**src/design/dnsq_pkg.sv**
```systemverilog
// shared types and constants for the dns query name parser
package dnsq_pkg;

    // packet geometry
    localparam int MAX_PACKET_BYTES = 4096;
    localparam int POS_W            = $clog2(MAX_PACKET_BYTES + 1);
    localparam int HDR_BYTES        = 12;
    localparam int QEND_W           = 13;

    // output queue geometry
    localparam int FIFO_DEPTH = 4;
    localparam int PTR_W      = $clog2(FIFO_DEPTH);
    localparam int CNT_W      = $clog2(FIFO_DEPTH + 1);

    // protocol constants
    localparam logic [7:0] PTR_MASK = 8'hC0;
    localparam logic [7:0] DOT_CHAR = 8'h2E;

    // result kinds
    localparam logic KIND_CHAR    = 1'b0;
    localparam logic KIND_SUMMARY = 1'b1;

    // parse status codes
    typedef enum logic [2:0] {
        ST_OK       = 3'd0,
        ST_SHORT    = 3'd1,
        ST_POINTER  = 3'd2,
        ST_OVERRUN  = 3'd3,
        ST_EMPTY    = 3'd4
    } status_t;

    // one result beat
    typedef struct packed {
        logic              result_kind;
        logic [7:0]        name_char;
        status_t           parse_status;
        logic [QEND_W-1:0] question_end;
        logic [15:0]       query_id;
        logic [15:0]       query_type;
        logic              end_of_run;
    } result_t;

endpackage

```
**src/design/dnsq_parser.sv**
```systemverilog
// byte-wide parser core: header, label walk and qtype capture
module dnsq_parser (
    input  logic              clk,
    input  logic              rst_n,
    input  logic              beat,
    input  logic [7:0]        data_byte,
    input  logic              last_byte,
    output dnsq_pkg::result_t res0,
    output dnsq_pkg::result_t res1,
    output logic [1:0]        res_count
);
    import dnsq_pkg::*;

    typedef enum logic [2:0] {
        PH_HEADER,
        PH_LENGTH,
        PH_LABEL,
        PH_TYPE_HI,
        PH_TYPE_LO,
        PH_DONE,
        PH_ERROR
    } phase_t;

    logic [POS_W-1:0]  pos_reg,     pos_next;
    phase_t            phase_reg,   phase_next;
    logic [5:0]        remain_reg,  remain_next;
    logic              started_reg, started_next;
    logic [15:0]       id_reg,      id_next;
    logic [15:0]       type_reg,    type_next;
    status_t           err_reg,     err_next;
    logic [QEND_W-1:0] end_reg,     end_next;

    logic              char_valid;
    logic [7:0]        char_val;
    status_t           sum_status;
    result_t           char_res;
    result_t           sum_res;

    // next state for one byte
    always_comb
    begin
        pos_next     = pos_reg;
        phase_next   = phase_reg;
        remain_next  = remain_reg;
        started_next = started_reg;
        id_next      = id_reg;
        type_next    = type_reg;
        err_next     = err_reg;
        end_next     = end_reg;
        char_valid   = 1'b0;
        char_val     = 8'h00;
        if (pos_reg < POS_W'(MAX_PACKET_BYTES))
        begin
            pos_next = pos_reg + POS_W'(1);
            unique case (phase_reg)
                PH_HEADER:
                begin
                    if (pos_reg == POS_W'(0))
                        id_next = {data_byte, 8'h00};
                    else if (pos_reg == POS_W'(1))
                        id_next = {id_reg[15:8], data_byte};
                    if (pos_reg >= POS_W'(HDR_BYTES - 1))
                        phase_next = PH_LENGTH;
                end
                PH_LENGTH:
                begin
                    if (data_byte == 8'h00)
                    begin
                        end_next   = QEND_W'(pos_reg + POS_W'(5));
                        phase_next = PH_TYPE_HI;
                    end
                    else if ((data_byte & PTR_MASK) != 8'h00)
                    begin
                        err_next   = ST_POINTER;
                        phase_next = PH_ERROR;
                    end
                    else
                    begin
                        if (started_reg)
                        begin
                            char_valid = 1'b1;
                            char_val   = DOT_CHAR;
                        end
                        started_next = 1'b1;
                        remain_next  = data_byte[5:0];
                        phase_next   = PH_LABEL;
                    end
                end
                PH_LABEL:
                begin
                    char_valid  = 1'b1;
                    char_val    = data_byte;
                    remain_next = remain_reg - 6'd1;
                    if (remain_next == 6'd0)
                        phase_next = PH_LENGTH;
                end
                PH_TYPE_HI:
                begin
                    type_next  = {data_byte, 8'h00};
                    phase_next = PH_TYPE_LO;
                end
                PH_TYPE_LO:
                begin
                    type_next  = {type_reg[15:8], data_byte};
                    phase_next = PH_DONE;
                end
                PH_DONE, PH_ERROR:
                begin
                end
                default:
                begin
                end
            endcase
        end

        // summary status from the updated state
        priority if (err_next != ST_OK)
            sum_status = err_next;
        else if (pos_next <= POS_W'(HDR_BYTES))
            sum_status = ST_SHORT;
        else if (phase_next == PH_LENGTH || phase_next == PH_LABEL)
            sum_status = ST_OVERRUN;
        else if (!started_next)
            sum_status = ST_EMPTY;
        else
            sum_status = ST_OK;

        sum_res.result_kind  = KIND_SUMMARY;
        sum_res.name_char    = 8'h00;
        sum_res.parse_status = sum_status;
        sum_res.question_end = end_next;
        sum_res.query_id     = id_next;
        sum_res.query_type   = (phase_next == PH_DONE) ? type_next : 16'h0000;
        sum_res.end_of_run   = 1'b1;

        char_res.result_kind  = KIND_CHAR;
        char_res.name_char    = char_val;
        char_res.parse_status = ST_OK;
        char_res.question_end = '0;
        char_res.query_id     = 16'h0000;
        char_res.query_type   = 16'h0000;
        char_res.end_of_run   = 1'b0;

        // back to the start of a packet after its last byte
        if (last_byte)
        begin
            pos_next     = '0;
            phase_next   = PH_HEADER;
            remain_next  = 6'd0;
            started_next = 1'b0;
            id_next      = 16'h0000;
            type_next    = 16'h0000;
            err_next     = ST_OK;
            end_next     = '0;
        end
    end

    // results of this beat, character first
    assign res0      = char_valid ? char_res : sum_res;
    assign res1      = sum_res;
    assign res_count = {1'b0, char_valid} + {1'b0, last_byte};

    // parser state
    always_ff @(posedge clk or negedge rst_n)
    begin
        if (!rst_n)
        begin
            pos_reg     <= '0;
            phase_reg   <= PH_HEADER;
            remain_reg  <= 6'd0;
            started_reg <= 1'b0;
            id_reg      <= 16'h0000;
            type_reg    <= 16'h0000;
            err_reg     <= ST_OK;
            end_reg     <= '0;
        end
        else if (beat)
        begin
            pos_reg     <= pos_next;
            phase_reg   <= phase_next;
            remain_reg  <= remain_next;
            started_reg <= started_next;
            id_reg      <= id_next;
            type_reg    <= type_next;
            err_reg     <= err_next;
            end_reg     <= end_next;
        end
    end

endmodule

```
**src/design/dns_query_name_parser_unit.sv**
```systemverilog
// top level: dns query name parser with output result queue
//
// Input stream carries one packet byte per beat (tdata) with tlast on the
// final byte of the packet. The output stream carries name characters
// (tuser 0, a dot before every label after the first) and, after the last
// byte of a packet, one summary beat (tuser 1, tlast 1) with status,
// question end offset, transaction id and qtype.
// Each result is written into the result queue on its input beat and is
// offered from the queue head. Throughput: one input byte per cycle while
// s_tready is high; a byte that yields both a character and the summary
// takes two output beats, and the four-entry result queue absorbs the extra beat.
// s_tready is high while the queue has room for two results, so input
// keeps flowing while a result waits to be taken. When the receiver
// stalls, s_tready drops once three results wait in the queue; header
// bytes give no result and keep flowing until then.
// Reset empties the queue and returns the parser to the start of a packet.
// After a summary the parser is ready for the next packet at once.
// Status other than ok means the receiver is to drop the characters of that
// packet; the block itself does not drop them.
module dns_query_name_parser_unit (
    input  logic        clk,
    input  logic        rst_n,
    input  logic        s_tvalid,
    output logic        s_tready,
    input  logic [7:0]  s_tdata,   // data_byte[7:0]
    input  logic        s_tlast,
    output logic        m_tvalid,
    input  logic        m_tready,
    output logic [55:0] m_tdata,   // name_char[7:0], parse_status[10:8],
                                   // question_end[23:11], query_id[39:24],
                                   // query_type[55:40]
    output logic [0:0]  m_tuser,   // result_kind[0]
    output logic        m_tlast
);
    import dnsq_pkg::*;

    logic              in_beat;
    logic              out_beat;
    result_t           res0;
    result_t           res1;
    logic [1:0]        res_count;
    logic [1:0]        push_n;
    result_t           fifo_reg [FIFO_DEPTH];
    logic [PTR_W-1:0]  wr_ptr_reg, wr_ptr_next;
    logic [PTR_W-1:0]  rd_ptr_reg, rd_ptr_next;
    logic [CNT_W-1:0]  count_reg,  count_next;
    result_t           head;

    assign s_tready = count_reg <= CNT_W'(FIFO_DEPTH - 2);
    assign in_beat  = s_tvalid && s_tready;
    assign out_beat = m_tvalid && m_tready;

    // parser core
    dnsq_parser u_parser (
        .clk       (clk),
        .rst_n     (rst_n),
        .beat      (in_beat),
        .data_byte (s_tdata),
        .last_byte (s_tlast),
        .res0      (res0),
        .res1      (res1),
        .res_count (res_count)
    );

    assign push_n = in_beat ? res_count : 2'd0;

    // queue pointers and fill level
    always_comb
    begin
        wr_ptr_next = wr_ptr_reg + PTR_W'(push_n);
        rd_ptr_next = out_beat ? rd_ptr_reg + PTR_W'(1) : rd_ptr_reg;
        count_next  = count_reg + CNT_W'(push_n) - CNT_W'(out_beat);
    end

    always_ff @(posedge clk or negedge rst_n)
    begin
        if (!rst_n)
        begin
            wr_ptr_reg <= '0;
            rd_ptr_reg <= '0;
            count_reg  <= '0;
        end
        else
        begin
            wr_ptr_reg <= wr_ptr_next;
            rd_ptr_reg <= rd_ptr_next;
            count_reg  <= count_next;
        end
    end

    // queue storage
    always_ff @(posedge clk)
    begin
        if (push_n != 2'd0)
            fifo_reg[wr_ptr_reg] <= res0;
        if (push_n == 2'd2)
            fifo_reg[wr_ptr_reg + PTR_W'(1)] <= res1;
    end

    // output beat from queue head
    assign head     = fifo_reg[rd_ptr_reg];
    assign m_tvalid = count_reg != '0;
    assign m_tdata  = {head.query_type, head.query_id, head.question_end,
                       head.parse_status, head.name_char};
    assign m_tuser  = head.result_kind;
    assign m_tlast  = head.end_of_run;

    // queue never overfills
    a_no_overflow: assert property (@(posedge clk) disable iff (!rst_n)
        count_reg <= CNT_W'(FIFO_DEPTH))
        else $error("result queue overflow");

    // an ok summary always follows a seen terminator
    a_ok_has_end: assert property (@(posedge clk) disable iff (!rst_n)
        (m_tvalid && head.result_kind == KIND_SUMMARY && head.parse_status == ST_OK)
        |-> (head.question_end >= QEND_W'(HDR_BYTES + 6)))
        else $error("ok summary without terminator offset");

    // a character beat never closes a run
    a_char_not_last: assert property (@(posedge clk) disable iff (!rst_n)
        (m_tvalid && head.result_kind == KIND_CHAR)
        |-> (!head.end_of_run && head.parse_status == ST_OK))
        else $error("character beat marked as summary");

endmodule

```
**config.mk**
```make
export PLATFORM = sky130hd
export DESIGN_NAME = dns_query_name_parser_unit
export DESIGN_NICKNAME = d
export VERILOG_FILES = /design/src/design/dnsq_pkg.sv /design/src/design/dnsq_parser.sv /design/src/design/dns_query_name_parser_unit.sv
export SDC_FILE = /design/constraint.sdc
export NUM_CORES = 1
export LEC_CHECK = 0
export BUFFER_PORTS_ARGS = -buffer_cell sky130_fd_sc_hd__buf_2
export CAP_MARGIN = 20
export CORE_ASPECT_RATIO = 0.7
export CORE_MARGIN = 3
export CORE_UTILIZATION = 45
export DETAILED_ROUTE_END_ITERATION = 7
export PLACE_DENSITY = 0.68
export SLEW_MARGIN = 20
export SYNTH_ARGS = -nofsm -noshare
export SYNTH_HDL_FRONTEND = slang
export SYNTH_SLANG_ARGS = --single-unit
export TNS_END_PERCENT = 10
```
**constraint.sdc**
```tcl
create_clock -name clk -period 10.7 [get_ports clk]
set_input_delay 2.14 -clock clk [delete_from_list [all_inputs] [get_ports clk]]
set_output_delay 2.14 -clock clk [all_outputs]
set_load 0.01 [all_outputs]
```
==> flow_summary.ini <==
[outcome]
status = complete, no violations

[synthesis]
synthArstFlopShare_pct = 25.5
syn_area_mm2 = 0.0141
synth_seq_area_share_pct = 59.7
syn_nets = 1193
synthFlopType = edfxtp_1
yosys_warnings = 0
synth-edff-count = 192
synthCells = 1169
yosys.cell_types.count = 74
synth-seq-cells = 306
avgSynthCellArea_um2 = 12.1

[power_and_ir_drop]
clkPwrFrac_pct = 28.2
p_per_area_mw_per_mm2 = 235
internal_power_uw = 2470
p_seq_share_pct = 41.6
combPwrFrac_pct = 30.3
irDropWorstVdd_uv = 157
switching_share_pct = 33.3
power.switching_uw = 1230
p_leak_uw = 0.00567

[floorplanning]
die-width_um = 218
coreArea_mm2 = 0.0304
dieArea_mm2 = 0.0336
die_h_um = 154
io_pins = 73
std_cell_rows = 53
initial_core_util_pct = 46.4

[sta]
fin_worst_skew_ns = 0.0131
setup_viol = 0
setup_slack_ns = 5.24
fmax_mhz = 183
rsz0062_at_grt = false
holdWs_ns = 0.449
slew_violations = 0
tightestPinTransition_ns = 0.937
hold_viol_final = 0
fin_setup_tns_ns = 0
slew_headroom_pct = 37.5
finalCriticalPeriod_ns = 5.46
period_share_pct = 51.0

[grt]
grt_first_pass_wirelength_um = 55700
grt_pass1_vias = 9448
grt_max_degree = 70
grt.overflow.total = 0
grt_antenna_before_repair = 0
grt.total_usage_pct = 21.2

[route]
drtPass1Iterations = 6
ant_nets = 0
wl_per_cell_um = 21.7
via_per_inst = 5.83
remaining_drc_errors = 0
wl_um = 35400
dr.first_iter.drc_count = 880
route.vias.total = 9527

[critical_path]
rr_worst_depth = 12
required_ns = 11.10
path_class = input pin to flip-flop
critPathMaxFanout = 49
worstPathArrival_ns = 5.85
critPathCaptureType = flip-flop
worstSetupStartpointType = input pin

[hold_path]
holdPathStages = 2
min_path_type = flip-flop to flip-flop

[cells_and_area]
drive_gt1_share_pct = 19.2
final_nets = 1224
synthToLayoutAreaGrowth_pct = 11.5
antenna_cells = 0
nFillCells = 2642
largest_register_ffs = 228

[clock_network]
cts_tree = built
clk_latency_ns = 0.56
cts.path.max_buffers = 3
cts-htree-levels = 1
cts.sinks = 306
cts_buffers = 29
cts_setup_buffers = 0
clk_pin_slew_ns = 0.06
cts_root_buf = clkbuf_16
postCtsHoldBufs = 0
cts_resized = 0

[placed_design]
gp_congestion = 0.821
io_buffers = 72
dp_hpwl_um = 22300
pre_cts_slack_ns = 4.76

[job]
maxCapViolations = 0
-- placed cells by master (no fill, tap or decap), types with 9 or more instances in the layout --
cell and n:
nor2_1 216, edfxtp_1 192, nand2_1 100, o21ai_0 85, dfrtp_1 76, buf_2 71
mux4_2 57, dfxtp_1 36, mux2i_1 30, clkbuf_16 29, a21oi_1 28, a22o_1 22
buf_4 15, a21o_1 14, inv_1 13, nand3_1 13, o21ai_1 12, o31ai_1 12
nor3_1 12, or2_2 11, ha_1 10, xnor2_1 9, xor2_1 9
-- Yosys cell counts, drive strengths merged (3+ instances only) --
master | count | area share (%)
nor2 | 217 | 5.8
edfxtp | 192 | 41
nand2 | 100 | 2.7
o21ai | 97 | 3.4
dfrtp | 78 | 14
clkbuf | 61 | 1.6
mux4 | 57 | 9.1
dfxtp | 36 | 5.1
mux2i | 30 | 2.1
a21oi | 28 | 0.99
buf | 25 | 0.86
a22o | 22 | 1.4
inv | 18 | 0.48
a21o | 14 | 0.74
nand3 | 13 | 0.46
nor3 | 13 | 0.54
o31ai | 13 | 0.73
or2 | 13 | 0.58
ha | 10 | 0.89
xnor2 | 9 | 0.56
xor2 | 9 | 0.56
and2 | 8 | 0.35
nand2b | 8 | 0.35
o221ai | 8 | 0.85
and3 | 7 | 0.31
nand4 | 7 | 0.31
nor4 | 7 | 0.46
o211ai | 7 | 0.44
a31oi | 6 | 0.27
o41ai | 5 | 0.31
or3 | 5 | 0.22
nor2b | 4 | 0.18
nand3b | 3 | 0.16
nand4b | 3 | 0.19
nor3b | 3 | 0.19
o32ai | 3 | 0.19
or4 | 3 | 0.19
-- area by class of cell --
type / instances / area [µm²] / area share, %
clock buffers: 38 / 840 / 5.33
clock inverters: 15 / 131 / 0.834
inverters: 18 / 67.6 / 0.429
multi-input cells: 759 / 5290 / 33.6
flip-flops and latches: 306 / 8440 / 53.6
well taps: 412 / 515 / 3.27
repair buffers: 86 / 468 / 2.97
-- worst max-delay path, stage by stage --
cell and delay, ns:
buf_2 0.19, nor4_4 0.39, a211oi_2 0.18, o21ai_1 0.30, inv_2 0.12, ha_1 0.38
mux2i_1 0.16, or3_1 0.54, inv_2 0.10, buf_4 0.65, nand2b_1 0.21, buf_4 0.32
nor2_1 0.15
-- kinds of logic after synthesis --
family,count (synthesis),synth area share [%]
flops,306,59.7
simple gates,422,13.5
compound gates,219,10.3
buf+inv,104,2.97
fa+ha+maj,11,1.03
xor+xnor,18,1.12
mux,89,11.4
-- power groups by stage --
stage	sequential, µW	combinational, µW	clock [µW]
2_1_floorplan	1480	822	0
3_5_place_dp	1560	1130	0
3_3_place_gp	1560	1110	0
4_1_cts	1540	1130	1070
5_1_grt	1560	1220	1110
6_report	1540	1120	1040
-- layer usage --
layer | global-route usage, % | vias up | routed length (µm)
met5 | 0 | - | 0
met4 | 5.77 | 0 | 903
met3 | 4.58 | 56 | 3010
met2 | 31.6 | 416 | 15600
met1 | 31.7 | 4717 | 15900
li1 | - | 4338 | -
-- path summary, 6_finish.rpt --
kind,startpoint,endpoint,slack [ns]
max,s_tdata[4],fifo_reg[1][32],5.24
min,fifo_reg[0][0],fifo_reg[0][0],0.45
max reg2reg,u_parser.phase_reg[2],fifo_reg[1][32],6.29
min reg2reg,fifo_reg[0][0],fifo_reg[0][0],0.45
max in group asynchronous,rst_n,rd_ptr_reg[0],8.03
min in group asynchronous,rst_n,u_parser.end_reg[5],1.42
-- per-stage QoR --
step,area [µm²],cells,power (µW),util (%)
final,15800,1634,3700,51.8
after global routing,15800,1634,3890,51.8
after CTS,15700,1634,3740,51.7
after detailed placement,14800,1581,2690,48.5
after global placement,14800,1581,2670,48.5
after floorplan,14100,1169,2300,-
No activity file was read; power rests on OpenSTA's default activity.
